--- config.mk ---
export PLATFORM = sky130hd
export DESIGN_NAME = epoch_day_date_converter
export DESIGN_NICKNAME = d
export VERILOG_FILES = /design/src/edd_pkg.sv /design/src/edd_alu.sv /design/src/edd_year_track.sv /design/src/epoch_day_date_converter.sv
export SDC_FILE = /design/constraint.sdc
export NUM_CORES = 1
export LEC_CHECK = 0
export BUFFER_PORTS_ARGS = -buffer_cell sky130_fd_sc_hd__buf_2
export CAP_MARGIN = 20
export CORE_MARGIN = 2
export CORE_UTILIZATION = 45
export DETAILED_ROUTE_END_ITERATION = 7
export PLACE_DENSITY = 0.64
export SETUP_SLACK_MARGIN = 0.4
export SLEW_MARGIN = 20
export SYNTH_ARGS = -nofsm -noshare
export SYNTH_HDL_FRONTEND = slang
export SYNTH_SLANG_ARGS = --single-unit
--- constraint.sdc ---
create_clock -name clock -period 15.7 [get_ports clock]
set_input_delay 2.355 -clock clock [delete_from_list [all_inputs] [get_ports clock]]
set_output_delay 2.355 -clock clock [all_outputs]
set_load 0.01 [all_outputs]
--- src/edd_pkg.sv ---
package edd_pkg;

   // covered span of years, starting at the base year
   localparam int YEAR_SPAN = 256;
   localparam int BASE_YEAR = 1970;
   localparam int COUNT_MAX = 131071;

   localparam int COUNT_W = 17;
   localparam int ACC_W   = COUNT_W + 1;
   localparam int YEAR_W  = 12;
   localparam int MONTH_W = 4;
   localparam int DAY_W   = 5;
   localparam int LEN_W   = 9;

   // first year past the span, one bit wider than the year field
   localparam logic [YEAR_W:0] YEAR_END = (YEAR_W + 1)'(BASE_YEAR + YEAR_SPAN);

   // residues of the base year for the leap-year counters
   localparam logic [1:0] BASE_MOD4   = 2'(BASE_YEAR % 4);
   localparam logic [6:0] BASE_MOD100 = 7'(BASE_YEAR % 100);
   localparam logic [8:0] BASE_MOD400 = 9'(BASE_YEAR % 400);

   // result status codes
   localparam logic [1:0] STATUS_OK      = 2'd0;
   localparam logic [1:0] STATUS_INVALID = 2'd1;
   localparam logic [1:0] STATUS_SPAN    = 2'd2;

   // conversion direction
   localparam logic MODE_TO_COUNT = 1'b0;
   localparam logic MODE_TO_DATE  = 1'b1;

   // year tracker control and status
   typedef struct packed {
      logic load;
      logic step;
   } edd_yr_ctl_type;

   typedef struct packed {
      logic [YEAR_W-1:0] year;
      logic              leap;
   } edd_yr_stat_type;

   // index of the last day of the span, limited to the count range
   function automatic logic [COUNT_W-1:0] span_last_day();
      int total;
      int y;
      total = 0;
      for (y = BASE_YEAR; y < BASE_YEAR + YEAR_SPAN; y++) begin
         if (((y % 4 == 0) && (y % 100 != 0)) || (y % 400 == 0)) begin
            total = total + 366;
         end else begin
            total = total + 365;
         end
         if (total > COUNT_MAX) begin
            return COUNT_W'(COUNT_MAX);
         end
      end
      return COUNT_W'(total - 1);
   endfunction

   localparam logic [COUNT_W-1:0] LAST_DAY = span_last_day();

   // length of a month, zero for codes that are no month
   function automatic logic [DAY_W-1:0] month_days(input logic leap,
                                                   input logic [MONTH_W-1:0] m);
      logic [DAY_W-1:0] len;
      case (m)
         4'd1, 4'd3, 4'd5, 4'd7, 4'd8, 4'd10, 4'd12: len = 5'd31;
         4'd4, 4'd6, 4'd9, 4'd11:                    len = 5'd30;
         4'd2:                                        len = leap ? 5'd29 : 5'd28;
         default:                                     len = 5'd0;
      endcase
      return len;
   endfunction

endpackage

--- src/edd_alu.sv ---
// shared add/subtract unit with a greater-or-equal compare
module edd_alu (
   input  logic [edd_pkg::ACC_W-1:0] a,
   input  logic [edd_pkg::LEN_W-1:0] b,
   input  logic                      sub,
   output logic [edd_pkg::ACC_W-1:0] res,
   output logic                      ge
);

   logic [edd_pkg::ACC_W:0] b_ext;
   logic [edd_pkg::ACC_W:0] sum;

   // one adder serves both directions; when subtracting, the sign of the difference gives the compare
   assign b_ext = {{(edd_pkg::ACC_W + 1 - edd_pkg::LEN_W){1'b0}}, b};
   assign sum   = sub ? ({1'b0, a} + ~b_ext + 1'b1) : ({1'b0, a} + b_ext);
   assign res   = sum[edd_pkg::ACC_W-1:0];
   assign ge    = sub ? !sum[edd_pkg::ACC_W] : ({1'b0, a} >= b_ext);

endmodule

--- src/edd_year_track.sv ---
// running year with residue counters for the leap-year rule
module edd_year_track (
   input  logic                     clock,
   input  edd_pkg::edd_yr_ctl_type  ctl,
   output edd_pkg::edd_yr_stat_type stat
);

   logic [edd_pkg::YEAR_W-1:0] year_ff, year_in;
   logic [1:0]                 mod4_ff, mod4_in;
   logic [6:0]                 mod100_ff, mod100_in;
   logic [8:0]                 mod400_ff, mod400_in;

   // next year and residues
   always_comb begin
      year_in   = year_ff;
      mod4_in   = mod4_ff;
      mod100_in = mod100_ff;
      mod400_in = mod400_ff;
      if (ctl.load) begin
         year_in   = edd_pkg::YEAR_W'(edd_pkg::BASE_YEAR);
         mod4_in   = edd_pkg::BASE_MOD4;
         mod100_in = edd_pkg::BASE_MOD100;
         mod400_in = edd_pkg::BASE_MOD400;
      end else if (ctl.step) begin
         year_in   = year_ff + 1'b1;
         mod4_in   = mod4_ff + 1'b1;
         mod100_in = (mod100_ff == 7'd99) ? 7'd0 : mod100_ff + 1'b1;
         mod400_in = (mod400_ff == 9'd399) ? 9'd0 : mod400_ff + 1'b1;
      end
   end

   always_ff @(posedge clock) begin
      year_ff   <= year_in;
      mod4_ff   <= mod4_in;
      mod100_ff <= mod100_in;
      mod400_ff <= mod400_in;
   end

   // divisible by 4 and not by 100, or by 400
   assign stat.year = year_ff;
   assign stat.leap = (mod4_ff == 2'd0) && ((mod100_ff != 7'd0) || (mod400_ff == 9'd0));

endmodule

--- src/epoch_day_date_converter.sv ---
// Converts between a Gregorian date and the count of days since 1970-01-01 over a
// span of edd_pkg::YEAR_SPAN years (256, so 1970..2225). tuser selects the direction:
// 0 takes year, month and day and returns the day count, 1 takes a day count and
// returns year, month and day. Status 1 flags a bad month or day, status 2 a date
// outside the span or a count past the last day of the span (the count saturates at
// that last day). One word is converted at a time: the shared adder steps once per
// year from 1970 and then once per month; words rejected at once skip both. A new word
// is taken while the previous result waits, and the one after it stalls until that
// result is read.
module epoch_day_date_converter (
   input  logic        clock,
   input  logic        reset,
   input  logic        req_tvalid,
   output logic        req_tready,
   // year[11:0], month[15:12], day[20:16], day_count[37:21], zero fill
   input  logic [39:0] req_tdata,
   // mode[0]
   input  logic        req_tuser,
   output logic        rsp_tvalid,
   input  logic        rsp_tready,
   // out_day_count[16:0], out_year[28:17], out_month[32:29], out_day[37:33],
   // status[39:38]
   output logic [39:0] rsp_tdata
);

   typedef enum logic [2:0] {
      ST_IDLE,
      ST_YEARS,
      ST_CHECK,
      ST_MONTHS,
      ST_FINISH
   } state_type;

   state_type state_ff, state_in;

   logic                               mode_ff, mode_in;
   logic [edd_pkg::YEAR_W-1:0]         year_ff, year_in;
   logic [edd_pkg::MONTH_W-1:0]        month_ff, month_in;
   logic [edd_pkg::DAY_W-1:0]          day_ff, day_in;
   logic [edd_pkg::ACC_W-1:0]          acc_ff, acc_in;
   logic                               ovf_ff, ovf_in;
   logic [1:0]                         st_ff, st_in;
   logic [edd_pkg::MONTH_W-1:0]        mon_ff, mon_in;
   logic                               rsp_tvalid_ff, rsp_tvalid_in;
   logic [39:0]                        rsp_data_ff, rsp_data_in;

   edd_pkg::edd_yr_ctl_type            yr_ctl;
   edd_pkg::edd_yr_stat_type           yr_stat;

   logic [edd_pkg::LEN_W-1:0]          alu_b;
   logic                               alu_sub;
   logic [edd_pkg::ACC_W-1:0]          alu_res;
   logic                               alu_ge;

   logic                               accept;
   logic [edd_pkg::YEAR_W-1:0]         req_year;
   logic [edd_pkg::MONTH_W-1:0]        req_month;
   logic [edd_pkg::DAY_W-1:0]          req_day;
   logic [edd_pkg::COUNT_W-1:0]        req_count;
   logic [edd_pkg::LEN_W-1:0]          year_len;
   logic [edd_pkg::DAY_W-1:0]          cur_mdays;
   logic                               last_month;
   logic                               year_reached;
   logic [edd_pkg::DAY_W-1:0]          out_day;

   assign req_year  = req_tdata[11:0];
   assign req_month = req_tdata[15:12];
   assign req_day   = req_tdata[20:16];
   assign req_count = req_tdata[37:21];

   assign req_tready = (state_ff == ST_IDLE);
   assign accept     = req_tvalid && req_tready;
   assign rsp_tvalid = rsp_tvalid_ff;
   assign rsp_tdata  = rsp_data_ff;

   // year and month lengths from the tracker
   assign year_len     = yr_stat.leap ? 9'd366 : 9'd365;
   assign cur_mdays    = edd_pkg::month_days(yr_stat.leap, mon_ff);
   assign last_month   = (mon_ff == month_ff);
   assign year_reached = (yr_stat.year == year_ff);

   // operand select for the shared adder
   always_comb begin
      alu_sub = (mode_ff == edd_pkg::MODE_TO_DATE);
      alu_b   = year_len;
      if (state_ff == ST_MONTHS) begin
         if ((mode_ff == edd_pkg::MODE_TO_COUNT) && last_month) begin
            alu_b = edd_pkg::LEN_W'(day_ff - 1'b1);
         end else begin
            alu_b = edd_pkg::LEN_W'(cur_mdays);
         end
      end
   end

   edd_alu u_alu (
      .a   (acc_ff),
      .b   (alu_b),
      .sub (alu_sub),
      .res (alu_res),
      .ge  (alu_ge)
   );

   // tracker restarts at the base year on each word
   assign yr_ctl.load = accept;
   assign yr_ctl.step = (state_ff == ST_YEARS) &&
                        (((mode_ff == edd_pkg::MODE_TO_COUNT) && !year_reached) ||
                         ((mode_ff == edd_pkg::MODE_TO_DATE) && alu_ge));

   edd_year_track u_year_track (
      .clock (clock),
      .ctl   (yr_ctl),
      .stat  (yr_stat)
   );

   assign out_day = acc_ff[edd_pkg::DAY_W-1:0] + 1'b1;

   // sequencer
   always_comb begin
      state_in      = state_ff;
      mode_in       = mode_ff;
      year_in       = year_ff;
      month_in      = month_ff;
      day_in        = day_ff;
      acc_in        = acc_ff;
      ovf_in        = ovf_ff;
      st_in         = st_ff;
      mon_in        = mon_ff;
      rsp_tvalid_in = rsp_tvalid_ff && !rsp_tready;
      rsp_data_in   = rsp_data_ff;
      case (state_ff)
         ST_IDLE: begin
            if (accept) begin
               mode_in  = req_tuser;
               year_in  = req_year;
               month_in = req_month;
               day_in   = req_day;
               acc_in   = '0;
               ovf_in   = 1'b0;
               st_in    = edd_pkg::STATUS_OK;
               state_in = ST_YEARS;
               if (req_tuser == edd_pkg::MODE_TO_DATE) begin
                  if (req_count > edd_pkg::LAST_DAY) begin
                     acc_in = edd_pkg::ACC_W'(edd_pkg::LAST_DAY);
                     st_in  = edd_pkg::STATUS_SPAN;
                  end else begin
                     acc_in = edd_pkg::ACC_W'(req_count);
                  end
               end else if (req_year < edd_pkg::YEAR_W'(edd_pkg::BASE_YEAR)) begin
                  st_in    = edd_pkg::STATUS_SPAN;
                  state_in = ST_FINISH;
               end else if ({1'b0, req_year} >= edd_pkg::YEAR_END) begin
                  acc_in   = edd_pkg::ACC_W'(edd_pkg::LAST_DAY);
                  st_in    = edd_pkg::STATUS_SPAN;
                  state_in = ST_FINISH;
               end else if ((req_month < 4'd1) || (req_month > 4'd12) ||
                            (req_day == 5'd0)) begin
                  st_in    = edd_pkg::STATUS_INVALID;
                  state_in = ST_FINISH;
               end
            end
         end
         ST_YEARS: begin
            if (mode_ff == edd_pkg::MODE_TO_COUNT) begin
               if (year_reached) begin
                  state_in = ST_CHECK;
               end else if (!ovf_ff) begin
                  if (alu_res[edd_pkg::ACC_W-1]) begin
                     ovf_in = 1'b1;
                  end else begin
                     acc_in = alu_res;
                  end
               end
            end else if (alu_ge) begin
               acc_in = alu_res;
            end else begin
               mon_in   = 4'd1;
               state_in = ST_MONTHS;
            end
         end
         ST_CHECK: begin
            // day past the end of the month
            if (day_ff > edd_pkg::month_days(yr_stat.leap, month_ff)) begin
               acc_in   = '0;
               st_in    = edd_pkg::STATUS_INVALID;
               state_in = ST_FINISH;
            end else begin
               mon_in   = 4'd1;
               state_in = ST_MONTHS;
            end
         end
         ST_MONTHS: begin
            if (mode_ff == edd_pkg::MODE_TO_COUNT) begin
               if (last_month) begin
                  if (ovf_ff || alu_res[edd_pkg::ACC_W-1]) begin
                     acc_in = edd_pkg::ACC_W'(edd_pkg::COUNT_MAX);
                     st_in  = edd_pkg::STATUS_SPAN;
                  end else begin
                     acc_in = alu_res;
                  end
                  state_in = ST_FINISH;
               end else begin
                  mon_in = mon_ff + 1'b1;
                  if (!ovf_ff) begin
                     if (alu_res[edd_pkg::ACC_W-1]) begin
                        ovf_in = 1'b1;
                     end else begin
                        acc_in = alu_res;
                     end
                  end
               end
            end else if ((mon_ff < 4'd12) && alu_ge) begin
               acc_in = alu_res;
               mon_in = mon_ff + 1'b1;
            end else begin
               state_in = ST_FINISH;
            end
         end
         ST_FINISH: begin
            // wait for the output word to be free
            if (!rsp_tvalid_ff || rsp_tready) begin
               rsp_tvalid_in = 1'b1;
               if (mode_ff == edd_pkg::MODE_TO_COUNT) begin
                  rsp_data_in = {st_ff, 21'd0, acc_ff[edd_pkg::COUNT_W-1:0]};
               end else begin
                  rsp_data_in = {st_ff, out_day, mon_ff, yr_stat.year,
                                 {edd_pkg::COUNT_W{1'b0}}};
               end
               state_in = ST_IDLE;
            end
         end
         default: begin
            state_in = ST_IDLE;
         end
      endcase
   end

   always_ff @(posedge clock) begin
      if (reset) begin
         state_ff      <= ST_IDLE;
         rsp_tvalid_ff <= 1'b0;
      end else begin
         state_ff      <= state_in;
         rsp_tvalid_ff <= rsp_tvalid_in;
      end
      mode_ff     <= mode_in;
      year_ff     <= year_in;
      month_ff    <= month_in;
      day_ff      <= day_in;
      acc_ff      <= acc_in;
      ovf_ff      <= ovf_in;
      st_ff       <= st_in;
      mon_ff      <= mon_in;
      rsp_data_ff <= rsp_data_in;
   end

   // status code three is never produced
   assert property (@(posedge clock) disable iff (reset)
      rsp_tvalid |-> (rsp_tdata[39:38] != 2'd3))
      else $error("undefined status code on result word");

   // a result month is either unused or a real month
   assert property (@(posedge clock) disable iff (reset)
      rsp_tvalid |-> (rsp_tdata[32:29] <= 4'd12))
      else $error("result month out of range");

   // an accepted word keeps the input closed for the next cycle
   assert property (@(posedge clock) disable iff (reset)
      (req_tvalid && req_tready) |=> !req_tready)
      else $error("input reopened right after accept");

   // a new result only comes out of the finishing step
   assert property (@(posedge clock) disable iff (reset)
      $rose(rsp_tvalid) |-> $past(state_ff == ST_FINISH))
      else $error("result word raised outside the finishing step");

endmodule
==> After elaboration in Yosys (flattened, before gate mapping) <==
Index checks and enable logic that the tools add are counted.
{ "word_totals": {"wordCells": 196, "output_inout_bits": 42, "inputBits": 45, "ff_bits": 121} }
{ "op_classes": {"n_addsub": 10, "muxes": 69, "bitwise": 2, "n_lt_le_gt_ge": 8, "n_reduce_logical": 38, "n_eq_ne": 52} }
{ "ops": {"columns": ["op", "count"], "rows": [
  ["2-to-1 mux 18 bit", 12],
  ["one-hot mux 18 bit (4 select lines)", 1],
  ["2-to-1 mux 17 bit", 3],
  ["equality test 4 bit, second input constant", 10],
  ["2-to-1 mux 3 bit", 13],
  ["equality test 4 x 3 -> 1 bit, second input constant", 8],
  ["one-hot mux 5 bit (3 select lines)", 2],
  ["AND reduction 6 bit", 5],
  ["2-to-1 mux 9 bit", 3],
  ["2-to-1 mux 4 bit", 6],
  ["inequality test 3 bit, second input constant", 7],
  ["2-to-1 mux 2 bit", 10],
  ["inequality test 2 bit, second input constant", 10],
  ["adder 18 x 19 -> 19 bit", 1],
  ["adder 18 x 9 -> 19 bit", 1],
  ["adder 19 x 1 -> 19 bit, second input constant", 1],
  ["2-to-1 mux 19 bit", 1],
  ["inverter 9 -> 19 bit", 1],
  ["greater-or-equal comparator 18 x 9 -> 1 bit", 1],
  ["greater-than comparator 17 bit, second input constant", 1],
  ["equality test 4 x 2 -> 1 bit, second input constant", 4],
  ["one-hot mux 3 bit (5 select lines)", 1],
  ["OR reduction 7 bit", 2],
  ["adder 12 x 1 -> 12 bit, second input constant", 1],
  ["other kinds (41)", 74]
]} }

==> Logic depth before layout (Yosys ltp) <==
{ "depth": {"word_depth": 17, "mapped_depth": 19, "depth_no_buf": 18} }

==> By module <==
A second synthesis with hierarchy kept.
{ "unflattened": {"cells_unflattened": 731, "area_unflattened_um2": 7317.0} }
{ "modules_own_cells": {"columns": ["mod", "cells_each", "n_inst", "area_per_inst_um2", "seq_area_each_um2"], "rows": [
  ["epoch_day_date_converter", 386, 1, 4613.2, 2692.6],
  ["edd_year_track", 164, 1, 1436.4, 600.6],
  ["edd_alu", 181, 1, 1267.5, 0.0]
]} }

==> Worst setup path before layout <==
Ideal clock, no wire load.
{ "synth_path": {"kind": "reg-to-reg", "start": "register mon_ff[3] (netlist name)", "end": "register acc_ff[0] (netlist name) (enable)", "synth_period_minus_slack_ps": 4923, "setup_ps": 421, "t_arrival_ps": 4502, "required_ps": 15279, "n_path_buf": 2, "setup_slack_ps": 10777, "path_stages_with_launch": 16, "path_cell_list": "edfxtp_1 clkbuf_1 xor2_1 nor4_2 inv_1 nor2_1 nand2_1 a21o_1 ha_1 buf_2 nor3b_1 o311ai_0 nand4_1 o21ai_0 and3_1 a211oi_1"} }
{ "synth_between": {"elab_chain_cells": 14, "elab_cells_between_ends": 32, "cone_classes": "3 x add/sub; 2 x order compare; 15 x eq/ne; 5 x mux; 1 x bitwise; 6 x reduce/logical"} }
{ "synth_lines": {"columns": ["item", "line_no", "text"], "rows": [
  ["start: declaration", "epoch_day_date_converter.sv:43", "logic [edd_pkg::MONTH_W-1:0] mon_ff, mon_in;"],
  ["start signal: assignment", "epoch_day_date_converter.sv:252", "mon_ff <= mon_in;"],
  ["equality test 4 x 1 -> 1 bit (tied with other cells)", "edd_pkg.sv:67", "case (m)"],
  ["OR reduction 7 bit / OR reduction 4 bit (equally long branches)", "edd_pkg.sv:67", null],
  ["one-hot mux 5 bit (3 select lines)", "edd_pkg.sv:67", null],
  ["2-to-1 mux 9 bit", "epoch_day_date_converter.sv:87", "if ((mode_ff == edd_pkg::MODE_TO_COUNT) && last_month) begin"],
  ["2-to-1 mux 9 bit", "epoch_day_date_converter.sv:86", "if (state_ff == ST_MONTHS) begin"],
  ["inverter 9 -> 19 bit", "edd_alu.sv:15", "assign sum = sub ? ({1'b0, a} + ~b_ext + 1'b1) : ({1'b0, a} + b_ext);"],
  ["adder 18 x 19 -> 19 bit", "edd_alu.sv:15", null],
  ["adder 19 x 1 -> 19 bit", "edd_alu.sv:15", null],
  ["2-to-1 mux 19 bit", "edd_alu.sv:15", null],
  ["logical NOT 1 bit", "edd_alu.sv:17", "assign ge = sub ? !sum[edd_pkg::ACC_W] : ({1'b0, a} >= b_ext);"],
  ["2-to-1 mux 1 bit", "edd_alu.sv:17", null],
  ["logical AND 1 bit", "epoch_day_date_converter.sv:211", "end else if ((mon_ff < 4'd12) && alu_ge) begin"],
  ["inequality test 3 x 2 -> 1 bit (no source line)", null, null],
  ["AND reduction 6 bit (no source line) (*)", null, null],
  ["end signal: assignment", "epoch_day_date_converter.sv:249", "acc_ff <= acc_in;"],
  ["end: declaration", "epoch_day_date_converter.sv:40", "logic [edd_pkg::ACC_W-1:0] acc_ff, acc_in;"]
]} }
Mark *: on every way between the ends. The rest lies on a longest branch, timed or not.
A chain may end at the register's enable or synchronous reset.

==> Worst setup path after layout <==
{ "layout_path": {"start": "register mon_ff[3] (netlist name)", "end": "register u_year_track.year_ff[8] (netlist name)"} }
{ "layout_between": {"elab_chain_cells": 14, "elab_cells_between_ends": 30, "cone_classes": "3 x add/sub; 1 x order compare; 13 x eq/ne; 5 x mux; 1 x bitwise; 7 x reduce/logical"} }
{ "layout_lines": {"columns": ["item", "line_no", "text"], "rows": [
  ["equality test 4 x 1 -> 1 bit (tied with other cells)", "edd_pkg.sv:67", null],
  ["OR reduction 7 bit / OR reduction 4 bit (equally long branches)", "edd_pkg.sv:67", null],
  ["one-hot mux 5 bit (3 select lines)", "edd_pkg.sv:67", null],
  ["2-to-1 mux 9 bit (*)", "epoch_day_date_converter.sv:87", null],
  ["2-to-1 mux 9 bit (*)", "epoch_day_date_converter.sv:86", null],
  ["inverter 9 -> 19 bit", "edd_alu.sv:15", null],
  ["adder 18 x 19 -> 19 bit", "edd_alu.sv:15", null],
  ["adder 19 x 1 -> 19 bit", "edd_alu.sv:15", null],
  ["2-to-1 mux 19 bit", "edd_alu.sv:15", null],
  ["logical NOT 1 bit", "edd_alu.sv:17", null],
  ["2-to-1 mux 1 bit (*)", "edd_alu.sv:17", null],
  ["logical AND 1 bit (*)", "epoch_day_date_converter.sv:107", "((mode_ff == edd_pkg::MODE_TO_DATE) && alu_ge));"],
  ["logical OR 1 bit (*)", "epoch_day_date_converter.sv:106", "(((mode_ff == edd_pkg::MODE_TO_COUNT) && !year_reached) ||"],
  ["logical AND 1 bit (*)", "epoch_day_date_converter.sv:105", "assign yr_ctl.step = (state_ff == ST_YEARS) &&"],
  ["end signal: assignment", "edd_year_track.sv:33", "year_ff <= year_in;"],
  ["end: declaration", "edd_year_track.sv:8", "logic [edd_pkg::YEAR_W-1:0] year_ff, year_in;"]
]} }
Marked as above.

==> metrics.cfg <==
[pwr]
peakVddDrop_uv = 103
swShare_pct = 39.9
p_per_area_nw_per_um2 = 192
p_comb_share_pct = 41.0
clkPwrFrac_pct = 23.6
seq_power_share_pct = 35.4
switchingPower_uw = 645
p_leak_nw = 3.23
p_int_uw = 970

[floorplan]
core_um2 = 15800
die_area_um2 = 17100
pin_count = 87
die_h_um = 131
die_w_um = 131
row_count = 46
start_util_pct = 45.7

[cts]
ctsResizeCount = 0
cts_max_path_buffers = 2
cts_tree = built
worstSkewPairLatency_ns = 0.43
clkTransAtPathRegs_ns = 0.05
cts_buffers = 17
hold_buffers = 0
ctsRootBufferMaster = clkbuf_16
htreeDepth = 4
numClockSinks = 121
post_cts_buffers = 0

[timing]
worst_pin_slew_ns = 1.11
max_freq_mhz = 160
maxSlewHeadroom_pct = 26.0
fin_setup_tns_ns = 0
hold_ws_ns = 0.453
rsz0062_at_grt = no
hold_viol_final = 0
fin_crit_ns = 6.26
setup_viol = 0
drv_slew = 0
fin_crit_sh_pct = 39.9
fin_skew_ns = 0.00692

[global_route]
grt_max_degree = 41
antenna_found_initial = 1
grt_use_total_pct = 23.0
grt_pass1_vias = 5858
grt_pass1_wl_um = 29900
overflow = 0

[place]
place_congestion = 0.906
dp_hpwl_um = 13600
port_buffers = 84

[setup_path]
crit_path_start_kind = flop
worstSetupPathType = reg2reg
crit_fanout = 12
end_kind = flop
arrival_ns = 6.55
cp.required_ns = 15.99

[drt]
wl_per_cell_um = 18.0
drt-total-wl_um = 18900
avgViaCountPerCell = 5.75
drc = 0
drtAntennaViolNets = 0
vias = 6055
firstDrtPassIters = 5
drt_iter0_markers = 537

[min_path]
hp-class = reg2reg

[cells_and_area]
drive_gt1_share_pct = 16.0
area_growth_pct = 16.2
final-seq-area_um2 = 3290
multiInputGateArea_um2 = 3660
nets = 905
fillers = 1417

[synth]
ys.flop_type = edfxtp_1
syn-cell-area_um2 = 7240
yosys-top-cells-area = edfxtp_1 (36%), dfxtp_1 (9.4%), ha_1 (6.1%)
async_flop_share_pct = 0
syn_inst = 746
synth_edf_count = 87
synth_top_area_share_pct = 36.1
synth_top_cell_by_area = edfxtp_1
synthesis.nets = 828
synth_seq_area_share_pct = 45.5
synth_cell_type_count = 70
yosysWarnings = 0
ys_ff_latch = 121
avgSynthCellArea_um2 = 9.70

[outcome]
status = finished, final reports clean

[run]
drv_cap = 0

## final cells by class
cell class	count	area share [%]
Clock buffer	25	5.65
Sequential cell	121	39.1
Antenna cell	1	0.0297
Inverter	39	1.74
Timing Repair Buffer	89	5.59
Clock inverter	7	1.10
Multi-Input combinational cell	555	43.5
Tap cell	216	3.21
## placed cells by master, fill, tap and decap left out, types with 26 or more instances in the layout
cell      count
xor2_1       26
nand2_1      54
dfxtp_1      34
buf_2        84
edfxtp_1     87
nor2_1       72
xnor2_1      33
a21oi_1      48
inv_1        39
ha_1         35
## per-stage QoR
| step | utilization, % | std cells | instance area (um2) | setup WS [ns] | total power [mW] |
|---|---|---|---|---|---|
| floorplan | - | 746 | 7240 | 10.78 | 1.04 |
| global placement | 49.4 | 1019 | 7820 | 9.82 | 1.21 |
| detailed placement | 49.4 | 1019 | 7820 | 9.57 | 1.23 |
| CTS | 53.0 | 1051 | 8390 | 9.54 | 1.61 |
| global route | 53.1 | 1052 | 8410 | 8.92 | 1.71 |
| finish | 53.1 | 1053 | 8410 | 9.44 | 1.62 |
## Yosys cell counts, types with 7 or more instances
library cell,instances
inv_1,39
a21oi_1,48
nand3_1,24
nand2_1,54
clkbuf_1,21
nor2_1,72
nand4_1,16
edfxtp_1,87
ha_1,35
dfxtp_1,34
o221ai_1,7
o21ai_0,23
xor2_1,26
nor3_1,24
xnor2_1,33
nor4_1,7
nor2b_1,25
nand2b_1,9
o211ai_1,11
a31oi_1,7
and3_1,9
and2_1,19
a211oi_1,7
## sequential cells by signal, summed over array words and instances (netlist names)
| name | flops |
|---|---|
| u_year_track.year_ff | 12 |
| rsp_tdata | 40 |
| rsp_tvalid | 1 |
| ovf_ff | 1 |
| day_ff | 5 |
| state_ff | 3 |
| alu_sub | 1 |
| year_ff | 12 |
| u_year_track.mod100_ff | 7 |
| month_ff | 4 |
| st_ff | 2 |
| u_year_track.mod400_ff | 9 |
| u_year_track.mod4_ff | 2 |
| mon_ff | 4 |
| acc_ff | 18 |
## cells by family (layout without fill, tap and decap cells)
group / Yosys count / count (layout) / synth area share, %
XOR/XNOR: 59 / 59 / 7.14
AND/OR/NAND/NOR: 292 / 292 / 20.9
other: 0 / 1 / 0
flip-flops: 121 / 121 / 45.5
buffers and inverters: 70 / 160 / 4.10
multiplexers: 4 / 4 / 0.622
adder cells (fa/ha/maj): 37 / 37 / 6.60
AO/OA/AOI/OAI: 163 / 163 / 15.1
## metal layers
layer | vias to the layer above | routed length [um] | global-route usage (%)
li1 | 2876 | - | -
met1 | 2920 | 8130 | 28.6
met2 | 215 | 9240 | 38.7
met3 | 44 | 1040 | 4.32
met4 | 0 | 530 | 10.8
met5 | - | 0 | 0
## worst max-delay path: stages, from the launching register on
cell,delay [ns]
edfxtp_1,0.53
xor2_1,0.21
nor4_2,0.69
inv_1,0.23
nor2_1,0.35
a2111oi_0,0.11
a221oi_1,0.39
ha_1,0.25
inv_1,0.06
fa_1,0.40
nor3b_1,0.17
o311ai_0,0.45
nand4_1,0.51
o211ai_1,1.02
nor4_1,0.26
and3_1,0.29
xnor2_1,0.13
nand2_1,0.07
## power by group through the flow
stage	registers [mW]	logic [mW]	clock network, mW
3_3_place_gp	0.574	0.632	0
4_1_cts	0.571	0.654	0.386
2_1_floorplan	0.546	0.491	0
6_report	0.572	0.662	0.381
5_1_grt	0.585	0.730	0.398
3_5_place_dp	0.577	0.649	0
## final timing paths
kind	from	depth (start not counted)	end	slack, ns
max reg2reg	mon_ff[3]	17	u_year_track.year_ff[8]	9.44
min	st_ff[0]	0	rsp_tdata[38]	0.45
min reg2reg	st_ff[0]	0	rsp_tdata[38]	0.45
max	mon_ff[3]	17	u_year_track.year_ff[8]	9.44
No activity file was read; power rests on OpenSTA's default activity.
